===== src/hdl/polygon_area_mass_unit_macros.svh =====
// ----------------------------------------------------------------------------
// polygon_area_mass_unit assertion macros
// Concurrent assertion wrappers, empty when SYNTHESIS is defined.
// ----------------------------------------------------------------------------
`ifndef POLYGON_AREA_MASS_UNIT_MACROS_SVH
`define POLYGON_AREA_MASS_UNIT_MACROS_SVH

`ifndef SYNTHESIS
// Checked on every rising edge of i_clk, ignored while reset is asserted
`define PAM_ASSERT(lbl, prop) \
    lbl: assert property (@(posedge i_clk) disable iff (!i_rst_n) prop) \
        else $error("polygon_area_mass_unit: assertion failed");
// Checked on every rising edge of i_clk, reset included
`define PAM_ASSERT_ALWAYS(lbl, prop) \
    lbl: assert property (@(posedge i_clk) prop) \
        else $error("polygon_area_mass_unit: assertion failed");
`else
`define PAM_ASSERT(lbl, prop)
`define PAM_ASSERT_ALWAYS(lbl, prop)
`endif

`endif


===== src/hdl/pam_pkg.sv =====
// ----------------------------------------------------------------------------
// pam_pkg
// Types and constants shared by the polygon area and mass unit.
// ----------------------------------------------------------------------------
package pam_pkg;

    localparam int PADDR_W = 3;
    localparam int PDATA_W = 32;

    // register index, taken from paddr[2]
    localparam logic REG_DENSITY = 1'b0;

    localparam logic [15:0] DENSITY_RST = 16'd256;

    localparam logic signed [40:0] SUM_MAX  = {1'b0, {40{1'b1}}};
    localparam logic signed [40:0] SUM_MIN  = {1'b1, {40{1'b0}}};
    localparam logic [39:0]        AREA_MAX = {40{1'b1}};
    localparam logic [54:0]        MASS_MAX = {55{1'b1}};

    typedef struct packed {
        logic signed [15:0] vert_x;
        logic signed [15:0] vert_y;
        logic               last_vertex;
    } t_in_item;

    typedef struct packed {
        logic [39:0] twice_area;
        logic [54:0] mass;
    } t_out_item;

    // controller -> datapath
    typedef struct packed {
        logic accept;
        logic mul_en;
        logic mul_cls;
        logic acc_en;
        logic abs_en;
        logic mass_en;
        logic load;
    } t_dp_cmd;

    // datapath -> controller
    typedef struct packed {
        logic last;
        logic out_free;
    } t_dp_sts;

endpackage


===== src/hdl/polygon_area_mass_unit.sv =====
// ----------------------------------------------------------------------------
// polygon_area_mass_unit
// Streaming shoelace polygon area with mass from a Q8.8 density register.
//
//   channel   direction  handshake                 payload
//   input     in         i_in_valid / o_in_ready   i_in_data  (t_in_item)
//   output    out        o_out_valid / i_out_ready o_out_data (t_out_item)
//   config    in         psel/penable/pwrite       paddr, pwdata, prdata
//
// A vertex is stepped through accept, product pair and accumulate; the closing
// vertex then walks the single product pair again, the accumulator, the magnitude,
// the 40x16 mass multiplier and the result load one step at a time, as set by the sequencer.
// The result sits in an output register, so the next vertex is taken while it
// waits; the closing vertex stalls only if the previous result is still held.
// Synchronous active-low reset; density resets to 1.0.
// ----------------------------------------------------------------------------
`include "polygon_area_mass_unit_macros.svh"

module polygon_area_mass_unit
    import pam_pkg::*;
#(
    parameter int MAX_VERTICES = 256
)
(
    input  logic               i_clk,
    input  logic               i_rst_n,
    input  logic               i_in_valid,
    output logic               o_in_ready,
    input  t_in_item           i_in_data,
    output logic               o_out_valid,
    input  logic               i_out_ready,
    output t_out_item          o_out_data,
    input  logic               psel,
    input  logic               penable,
    input  logic               pwrite,
    input  logic [PADDR_W-1:0] paddr,
    input  logic [PDATA_W-1:0] pwdata,
    output logic [PDATA_W-1:0] prdata,
    output logic               pready
);

    logic [15:0] r_density;
    t_dp_cmd     w_cmd;
    t_dp_sts     w_sts;

    always_ff @(posedge i_clk) begin
        if (!i_rst_n) begin
            r_density <= DENSITY_RST;
        end else if (psel && penable && pwrite && (paddr[2] == REG_DENSITY)) begin
            r_density <= pwdata[15:0];
        end
    end

    assign pready = 1'b1;
    assign prdata = (paddr[2] == REG_DENSITY) ? PDATA_W'(r_density) : '0;

    pam_ctrl u_ctrl (
        .i_clk      (i_clk),
        .i_rst_n    (i_rst_n),
        .i_in_valid (i_in_valid),
        .o_in_ready (o_in_ready),
        .i_sts      (w_sts),
        .o_cmd      (w_cmd)
    );

    pam_dp #(
        .MAX_VERTICES (MAX_VERTICES)
    ) u_dp (
        .i_clk       (i_clk),
        .i_rst_n     (i_rst_n),
        .i_cmd       (w_cmd),
        .i_in_data   (i_in_data),
        .i_density   (r_density),
        .i_out_ready (i_out_ready),
        .o_sts       (w_sts),
        .o_out_valid (o_out_valid),
        .o_out_data  (o_out_data)
    );

    // one datapath step per cycle; mul_cls only rides along with mul_en
    `PAM_ASSERT(a_one_step, $countones(w_cmd) <= (w_cmd.mul_cls ? 2 : 1))
    // a vertex transfer always takes the unit out of the ready state
    `PAM_ASSERT(a_busy_after_accept, (i_in_valid && o_in_ready) |=> !o_in_ready)
    // a result is never written over one that has not been taken
    `PAM_ASSERT(a_no_overwrite, w_cmd.load |-> (!o_out_valid || i_out_ready))
    `PAM_ASSERT_ALWAYS(a_pready_high, pready)

endmodule


===== src/hdl/pam_ctrl.sv =====
// ----------------------------------------------------------------------------
// pam_ctrl
// Sequencer: steps the datapath through the cross-product terms of a vertex
// and, on the closing vertex, through absolute value, mass and result load.
// ----------------------------------------------------------------------------
module pam_ctrl
    import pam_pkg::*;
(
    input  logic    i_clk,
    input  logic    i_rst_n,
    input  logic    i_in_valid,
    output logic    o_in_ready,
    input  t_dp_sts i_sts,
    output t_dp_cmd o_cmd
);

    localparam logic [2:0] S_IDLE = 3'd0;
    localparam logic [2:0] S_NMUL = 3'd1;
    localparam logic [2:0] S_NACC = 3'd2;
    localparam logic [2:0] S_CMUL = 3'd3;
    localparam logic [2:0] S_CACC = 3'd4;
    localparam logic [2:0] S_ABS  = 3'd5;
    localparam logic [2:0] S_MMUL = 3'd6;
    localparam logic [2:0] S_LOAD = 3'd7;

    logic [2:0] r_state;
    logic [2:0] n_state;

    always_ff @(posedge i_clk) begin
        if (!i_rst_n) begin
            r_state <= S_IDLE;
        end else begin
            r_state <= n_state;
        end
    end

    always_comb begin
        n_state = r_state;
        o_cmd   = '0;
        unique case (r_state)
            S_IDLE: begin
                if (i_in_valid) begin
                    o_cmd.accept = 1'b1;
                    n_state      = S_NMUL;
                end
            end
            S_NMUL: begin
                o_cmd.mul_en = 1'b1;
                n_state      = S_NACC;
            end
            S_NACC: begin
                o_cmd.acc_en = 1'b1;
                n_state      = i_sts.last ? S_CMUL : S_IDLE;
            end
            S_CMUL: begin
                o_cmd.mul_en  = 1'b1;
                o_cmd.mul_cls = 1'b1;
                n_state       = S_CACC;
            end
            S_CACC: begin
                o_cmd.acc_en = 1'b1;
                n_state      = S_ABS;
            end
            S_ABS: begin
                o_cmd.abs_en = 1'b1;
                n_state      = S_MMUL;
            end
            S_MMUL: begin
                o_cmd.mass_en = 1'b1;
                n_state       = S_LOAD;
            end
            S_LOAD: begin
                // wait for the output register to drain
                if (i_sts.out_free) begin
                    o_cmd.load = 1'b1;
                    n_state    = S_IDLE;
                end
            end
            default: begin
                n_state = S_IDLE;
            end
        endcase
    end

    assign o_in_ready = (r_state == S_IDLE);

endmodule


===== src/hdl/pam_dp.sv =====
// ----------------------------------------------------------------------------
// pam_dp
// Datapath: vertex registers, product pair, saturating shoelace accumulator,
// magnitude, mass multiplier and the output register.
// ----------------------------------------------------------------------------
module pam_dp
    import pam_pkg::*;
#(
    parameter int MAX_VERTICES = 256
)
(
    input  logic      i_clk,
    input  logic      i_rst_n,
    input  t_dp_cmd   i_cmd,
    input  t_in_item  i_in_data,
    input  logic [15:0] i_density,
    input  logic      i_out_ready,
    output t_dp_sts   o_sts,
    output logic      o_out_valid,
    output t_out_item o_out_data
);

    localparam int CW = $clog2(MAX_VERTICES + 1);
    localparam logic [CW-1:0] MaxCnt = CW'(MAX_VERTICES);

    logic signed [15:0] r_first_x, r_first_y;
    logic signed [15:0] r_prev_x, r_prev_y;
    logic signed [15:0] r_cur_x, r_cur_y;
    logic signed [31:0] r_p1, r_p2;
    logic signed [40:0] r_sum;
    logic               r_have_first;
    logic [CW-1:0]      r_count;
    logic               r_last;
    logic [39:0]        r_mag;
    logic [55:0]        r_prod;
    logic               r_out_valid;
    t_out_item          r_out;

    logic [CW-1:0]      n_count;
    logic signed [15:0] w_ax, w_ay, w_bx, w_by;
    logic signed [31:0] w_p1, w_p2;
    logic signed [41:0] w_sum_ext;
    logic signed [40:0] w_sum_sat;
    logic [40:0]        w_abs;

    assign n_count = r_have_first ? (r_count + CW'(1)) : CW'(1);

    // term = a.x * b.y - b.x * a.y; closing term runs current -> first vertex
    assign w_ax = i_cmd.mul_cls ? r_cur_x   : r_prev_x;
    assign w_ay = i_cmd.mul_cls ? r_cur_y   : r_prev_y;
    assign w_bx = i_cmd.mul_cls ? r_first_x : r_cur_x;
    assign w_by = i_cmd.mul_cls ? r_first_y : r_cur_y;
    assign w_p1 = w_ax * w_by;
    assign w_p2 = w_bx * w_ay;

    assign w_sum_ext = 42'(r_sum) + 42'(r_p1) - 42'(r_p2);
    assign w_sum_sat = (w_sum_ext[41] != w_sum_ext[40])
                     ? (w_sum_ext[41] ? SUM_MIN : SUM_MAX)
                     : w_sum_ext[40:0];

    assign w_abs = r_sum[40] ? 41'(-r_sum) : 41'(r_sum);

    always_ff @(posedge i_clk) begin
        if (!i_rst_n) begin
            r_have_first <= 1'b0;
            r_count      <= '0;
            r_sum        <= '0;
            r_last       <= 1'b0;
            r_out_valid  <= 1'b0;
        end else begin
            if (i_cmd.accept) begin
                r_cur_x <= i_in_data.vert_x;
                r_cur_y <= i_in_data.vert_y;
                r_count <= n_count;
                r_last  <= i_in_data.last_vertex || (n_count >= MaxCnt);
                if (!r_have_first) begin
                    // first vertex: prev = cur makes the first term zero
                    r_first_x    <= i_in_data.vert_x;
                    r_first_y    <= i_in_data.vert_y;
                    r_prev_x     <= i_in_data.vert_x;
                    r_prev_y     <= i_in_data.vert_y;
                    r_sum        <= '0;
                    r_have_first <= 1'b1;
                end
            end
            if (i_cmd.mul_en) begin
                r_p1 <= w_p1;
                r_p2 <= w_p2;
            end
            if (i_cmd.acc_en) begin
                r_sum    <= w_sum_sat;
                r_prev_x <= r_cur_x;
                r_prev_y <= r_cur_y;
            end
            if (i_cmd.abs_en) begin
                r_mag <= w_abs[40] ? AREA_MAX : w_abs[39:0];
            end
            if (i_cmd.mass_en) begin
                r_prod <= 56'(r_mag) * 56'(i_density);
            end
            if (i_cmd.load) begin
                r_out.twice_area <= r_mag;
                r_out.mass       <= r_prod[55] ? MASS_MAX : r_prod[54:0];
                r_out_valid      <= 1'b1;
                r_have_first     <= 1'b0;
                r_count          <= '0;
            end else if (i_out_ready) begin
                r_out_valid <= 1'b0;
            end
        end
    end

    assign o_sts.last     = r_last;
    assign o_sts.out_free = !r_out_valid || i_out_ready;
    assign o_out_valid    = r_out_valid;
    assign o_out_data     = r_out;

endmodule


===== config.mk =====
export PLATFORM = sky130hd
export DESIGN_NAME = polygon_area_mass_unit
export DESIGN_NICKNAME = d
export VERILOG_FILES = /design/src/hdl/pam_pkg.sv /design/src/hdl/polygon_area_mass_unit.sv /design/src/hdl/pam_ctrl.sv /design/src/hdl/pam_dp.sv
export VERILOG_INCLUDE_DIRS = /design/src /design/src/hdl
export SDC_FILE = /design/constraint.sdc
export NUM_CORES = 2
export LEC_CHECK = 0
export CAP_MARGIN = 20
export CORE_ASPECT_RATIO = 0.75
export CORE_MARGIN = 10
export CORE_UTILIZATION = 61
export DETAILED_ROUTE_END_ITERATION = 6
export DONT_BUFFER_PORTS = 1
export GPL_TIMING_DRIVEN = 0
export PLACE_DENSITY_LB_ADDON = 0.1
export SYNTH_ARGS = -nofsm -noshare
export SYNTH_HDL_FRONTEND = slang
export SYNTH_HIERARCHICAL = 1
export SYNTH_SLANG_ARGS = --single-unit

===== constraint.sdc =====
create_clock -name i_clk -period 8.2 [get_ports i_clk]
set_input_delay 1.23 -clock i_clk [delete_from_list [all_inputs] [get_ports i_clk]]
set_output_delay 1.23 -clock i_clk [all_outputs]
set_load 0.02 [all_outputs]

==> key figures <==
Timing
  – Setup TNS: 0 ns
  – Final worst-path cycle share: 98.7%
  – Final Hold Viols: 0
  – Clk_skew: 0.0278 ns
  – Slew @ Worst Pin: 1.15 ns
  – Final setup violating endpoints: 0
  – Final Max Tran Viols: 0
  – Hold Slack: 0.464 ns
  – F_max: 0.123 GHz
  – Slew headroom: 23.4%
  – Fin crit period: 8.10 ns
  – RSZ-0062 raised after global routing: true

Routing
  – DR iter-0 viols: 4324
  – DRT antenna net count: 0
  – Via density: 5.74
  – Drt drc: 0
  – Post-DR wirelength/cell: 23.5 µm
  – Final WL: 178 mm
  – Routed vias: 43522
  – Drt pass-1 iters: 6

Worst setup path
  – CP Capture Type: flip-flop
  – CP peak stage delay: 0.77 ns
  – Crit path max fanout: 10
  – Flop-to-flop setup slack: 0.10 ns
  – Startpoint types: flip-flop
  – Req. time, crit path: 8.59 ns
  – Setup CP Type: reg -> reg
  – CP cell instances: clkbuf_1 > nand2_1 > fa_1 > inv_1 > fa_1 > inv_1 > fa_1 > inv_1 > fa_1 > fa_1 > inv_1 > fa_1 > inv_1 > ha_1 > clkbuf_1 > a21o_1 > a21o_1 > a221o_1 > a221oi_2 > nand4_1 > nand4_1 > a21oi_1 > xor2_1
  – Crit path top cell by count: fa_1
  – R2R Path End: u_dp/r_prod[53]
  – Slowest library cell on the worst path: a221oi_2
  – Worst Reg-to-Reg Cells: 23
  – Worst R2R Start: u_dp/r_mag[30]
  – Worst Path Arrival: 8.48 ns

Floorplanning
  – Die X: 380 µm
  – Std cell rows: 98
  – Initial Util: 61.9%
  – IO Pins: 205
  – Full die area: 0.110 mm²
  – DIE HEIGHT: 290 µm
  – Core area: 0.0958 mm²

Global routing
  – Initial antenna violation count: 10
  – Grt total ovfl: 0
  – Largest net degree at the start of global routing: 57
  – Vias in the first global route: 44540
  – GRT Util Overall: 32.7%
  – First-pass GRT wire length: 273 mm

CTS
  – Cts hold-fix bufs: 0
  – Root Driver: clkbuf_16
  – Clk slew on worst S/H paths: 0.06 ns
  – Clock sink count: 423
  – CTS tree: done
  – CTS buffer count: 48
  – Number of H-tree levels: 2
  – Longest Clk Path Bufs: 3
  – Worst-Skew Late Latency: 0.65 ns

Synthesis
  – Unique masters post-synth: 86
  – Synth top area cells: fa_1 37%, edfxtp_1 18%, inv_1 8.6%
  – Syn Area/Cell: 9.67 µm²
  – Synth warn: 6
  – Flops & latches, synth: 423
  – EDFF count, synth: 351
  – FFs w/ async S/R, synth: 0%
  – Most used DFF post-synth: edfxtp_1
  – Most frequent cell after synthesis: inv_1
  – Mapped Cells: 6128
  – Post-Syn Area: 0.0592 mm²
  – Sequential-to-total area share from yosys stat: 20.2%
  – Post-synth top area cell: fa_1
  – Share of the synthesized area in the top cell type: 37.0%
  – Post-synth top cells: 1352 x inv_1, 1095 x fa_1, 923 x nand2_1, 351 x edfxtp_1, 336 x ha_1

Cells and area
  – Final cell utilization of the core: 66.8%
  – Number of nets in the layout: 7741
  – Post-route insts no fill: 7579
  – Area grow syn2layout: 7.98%
  – Share of cells above drive strength 1: 8.03%

Status
  – Outcome: complete, no violations

Placed design
  – Port bufs: 0
  – Dpl cells: 7459
  – Post-DP HPWL: 149 mm
  – Routability cong.: 0.993

Hold path
  – Hold crit path type: reg -> reg
  – Worst Hold Path EP: u_dp/r_sum[35]
  – Min-delay src: u_dp/r_sum[35]
  – Worst hold stages: 2

Flow run
  – Max Cap Viol: 0
[cell usage in the layout, fill, tap and decap left out, drive strengths merged, types with 10 or more instances in the layout]
| cell | Yosys | routed |
|---|---|---|
| nand3 | 37 | 37 |
| clkbuf | 214 | 244 |
| mux2i | 77 | 77 |
| nor2b | 35 | 35 |
| nand4 | 24 | 24 |
| ha | 336 | 336 |
| dfxtp | 72 | 72 |
| or3 | 10 | 10 |
| clkinv | 2 | 13 |
| nor2 | 292 | 292 |
| o21a | 11 | 11 |
| xor2 | 34 | 34 |
| o21bai | 17 | 17 |
| fa | 1095 | 1095 |
| inv | 1352 | 1362 |
| buf | 32 | 100 |
| o41ai | 10 | 10 |
| a211oi | 15 | 15 |
| conb | 2 | 17 |
| or2 | 63 | 63 |
| a31oi | 21 | 21 |
| and3 | 23 | 23 |
| nor3 | 29 | 29 |
| xnor2 | 151 | 151 |
| o31ai | 22 | 22 |
| mux2 | 93 | 93 |
| nand2b | 21 | 21 |
| nand2 | 924 | 924 |
| o211ai | 12 | 12 |
| and2 | 256 | 256 |
| o21ai | 138 | 138 |
| a21o | 82 | 82 |
| a21oi | 156 | 156 |
| edfxtp | 351 | 351 |
[stage by stage]
step	cell area [µm²]	setup WS, ns
final	64000	0.103
after global routing	63900	-0.0896
after detailed placement	61100	-2.69
after floorplan	59300	0.368
after global placement	60900	-2.69
after CTS	63300	-0.0361
[sequential cells by signal (all words and copies together) (netlist names), 32 cells and up]
| register | cells |
|---|---|
| u_dp/o_out_data | 95 |
| u_dp/r_mag | 40 |
| u_dp/r_p1 | 32 |
| u_dp/r_p2 | 32 |
| u_dp/r_prod | 56 |
| u_dp/r_sum | 41 |
[metal layers]
layer | track usage, % | share of wire, % | vias up
met5 | 0 | 0.073 | -
met2 | 45.5 | 40 | 2194
met4 | 8.15 | 2.6 | 6
met1 | 47.5 | 43 | 22064
li1 | - | - | 18990
met3 | 12.8 | 14 | 268
[logic make-up after synthesis]
family / Yosys count / share of synthesized area (%)
multiplexers: 170 / 3.07
XOR/XNOR: 185 / 2.74
adder cells (fa/ha/maj): 1431 / 44.1
AO/OA/AOI/OAI: 558 / 5.99
AND/OR/NAND/NOR: 1759 / 13.5
buffers and inverters: 1600 / 10.4
flip-flops: 423 / 20.2
other: 2 / 0.0127
[worst max-delay path: cells and delay by family, from the launching register on]
kind            cells  cell delay (ns)
xor+xnor            1             0.15
fa+ha+maj           7             3.37
simple gates        3             0.88
buf+inv             7             1.08
flops               1             0.75
compound gates      5             1.61
[worst max path at each step]
stage | start | to
finish | u_dp/r_mag[30] | u_dp/r_prod[53]
global route | u_ctrl/r_state[0] | u_dp/r_p1[24]
floorplan | u_ctrl/r_state[0] | u_dp/r_p2[31]
detailed placement | u_ctrl/r_state[0] | u_dp/r_p1[31]
CTS | u_ctrl/r_state[0] | u_dp/r_p1[31]
global placement | u_ctrl/r_state[0] | u_dp/r_p1[28]
[layout make-up]
type	instances	area [µm²]
antenna	6	15.0
clock buffer	57	1230
buffer	239	1300
inverter	1354	5090
tap	1300	1630
multi-input combinational	4120	41800
timing repair buffer	49	480
fill	7815	31800
sequential	423	12000
clock inverter	31	407
[timing repair]
item | 4_1_cts | 5_1_grt
setup buffers | 2 | 29
setup endpoints to repair | 47 | 37
pin swaps | 2 | 8
endpoints found under the hold margin | 0 | 0
resized for setup | 133 | 232
Power is not shown: default switching activity piles up to over one toggle a cycle in this logic, so the estimate is an artifact.
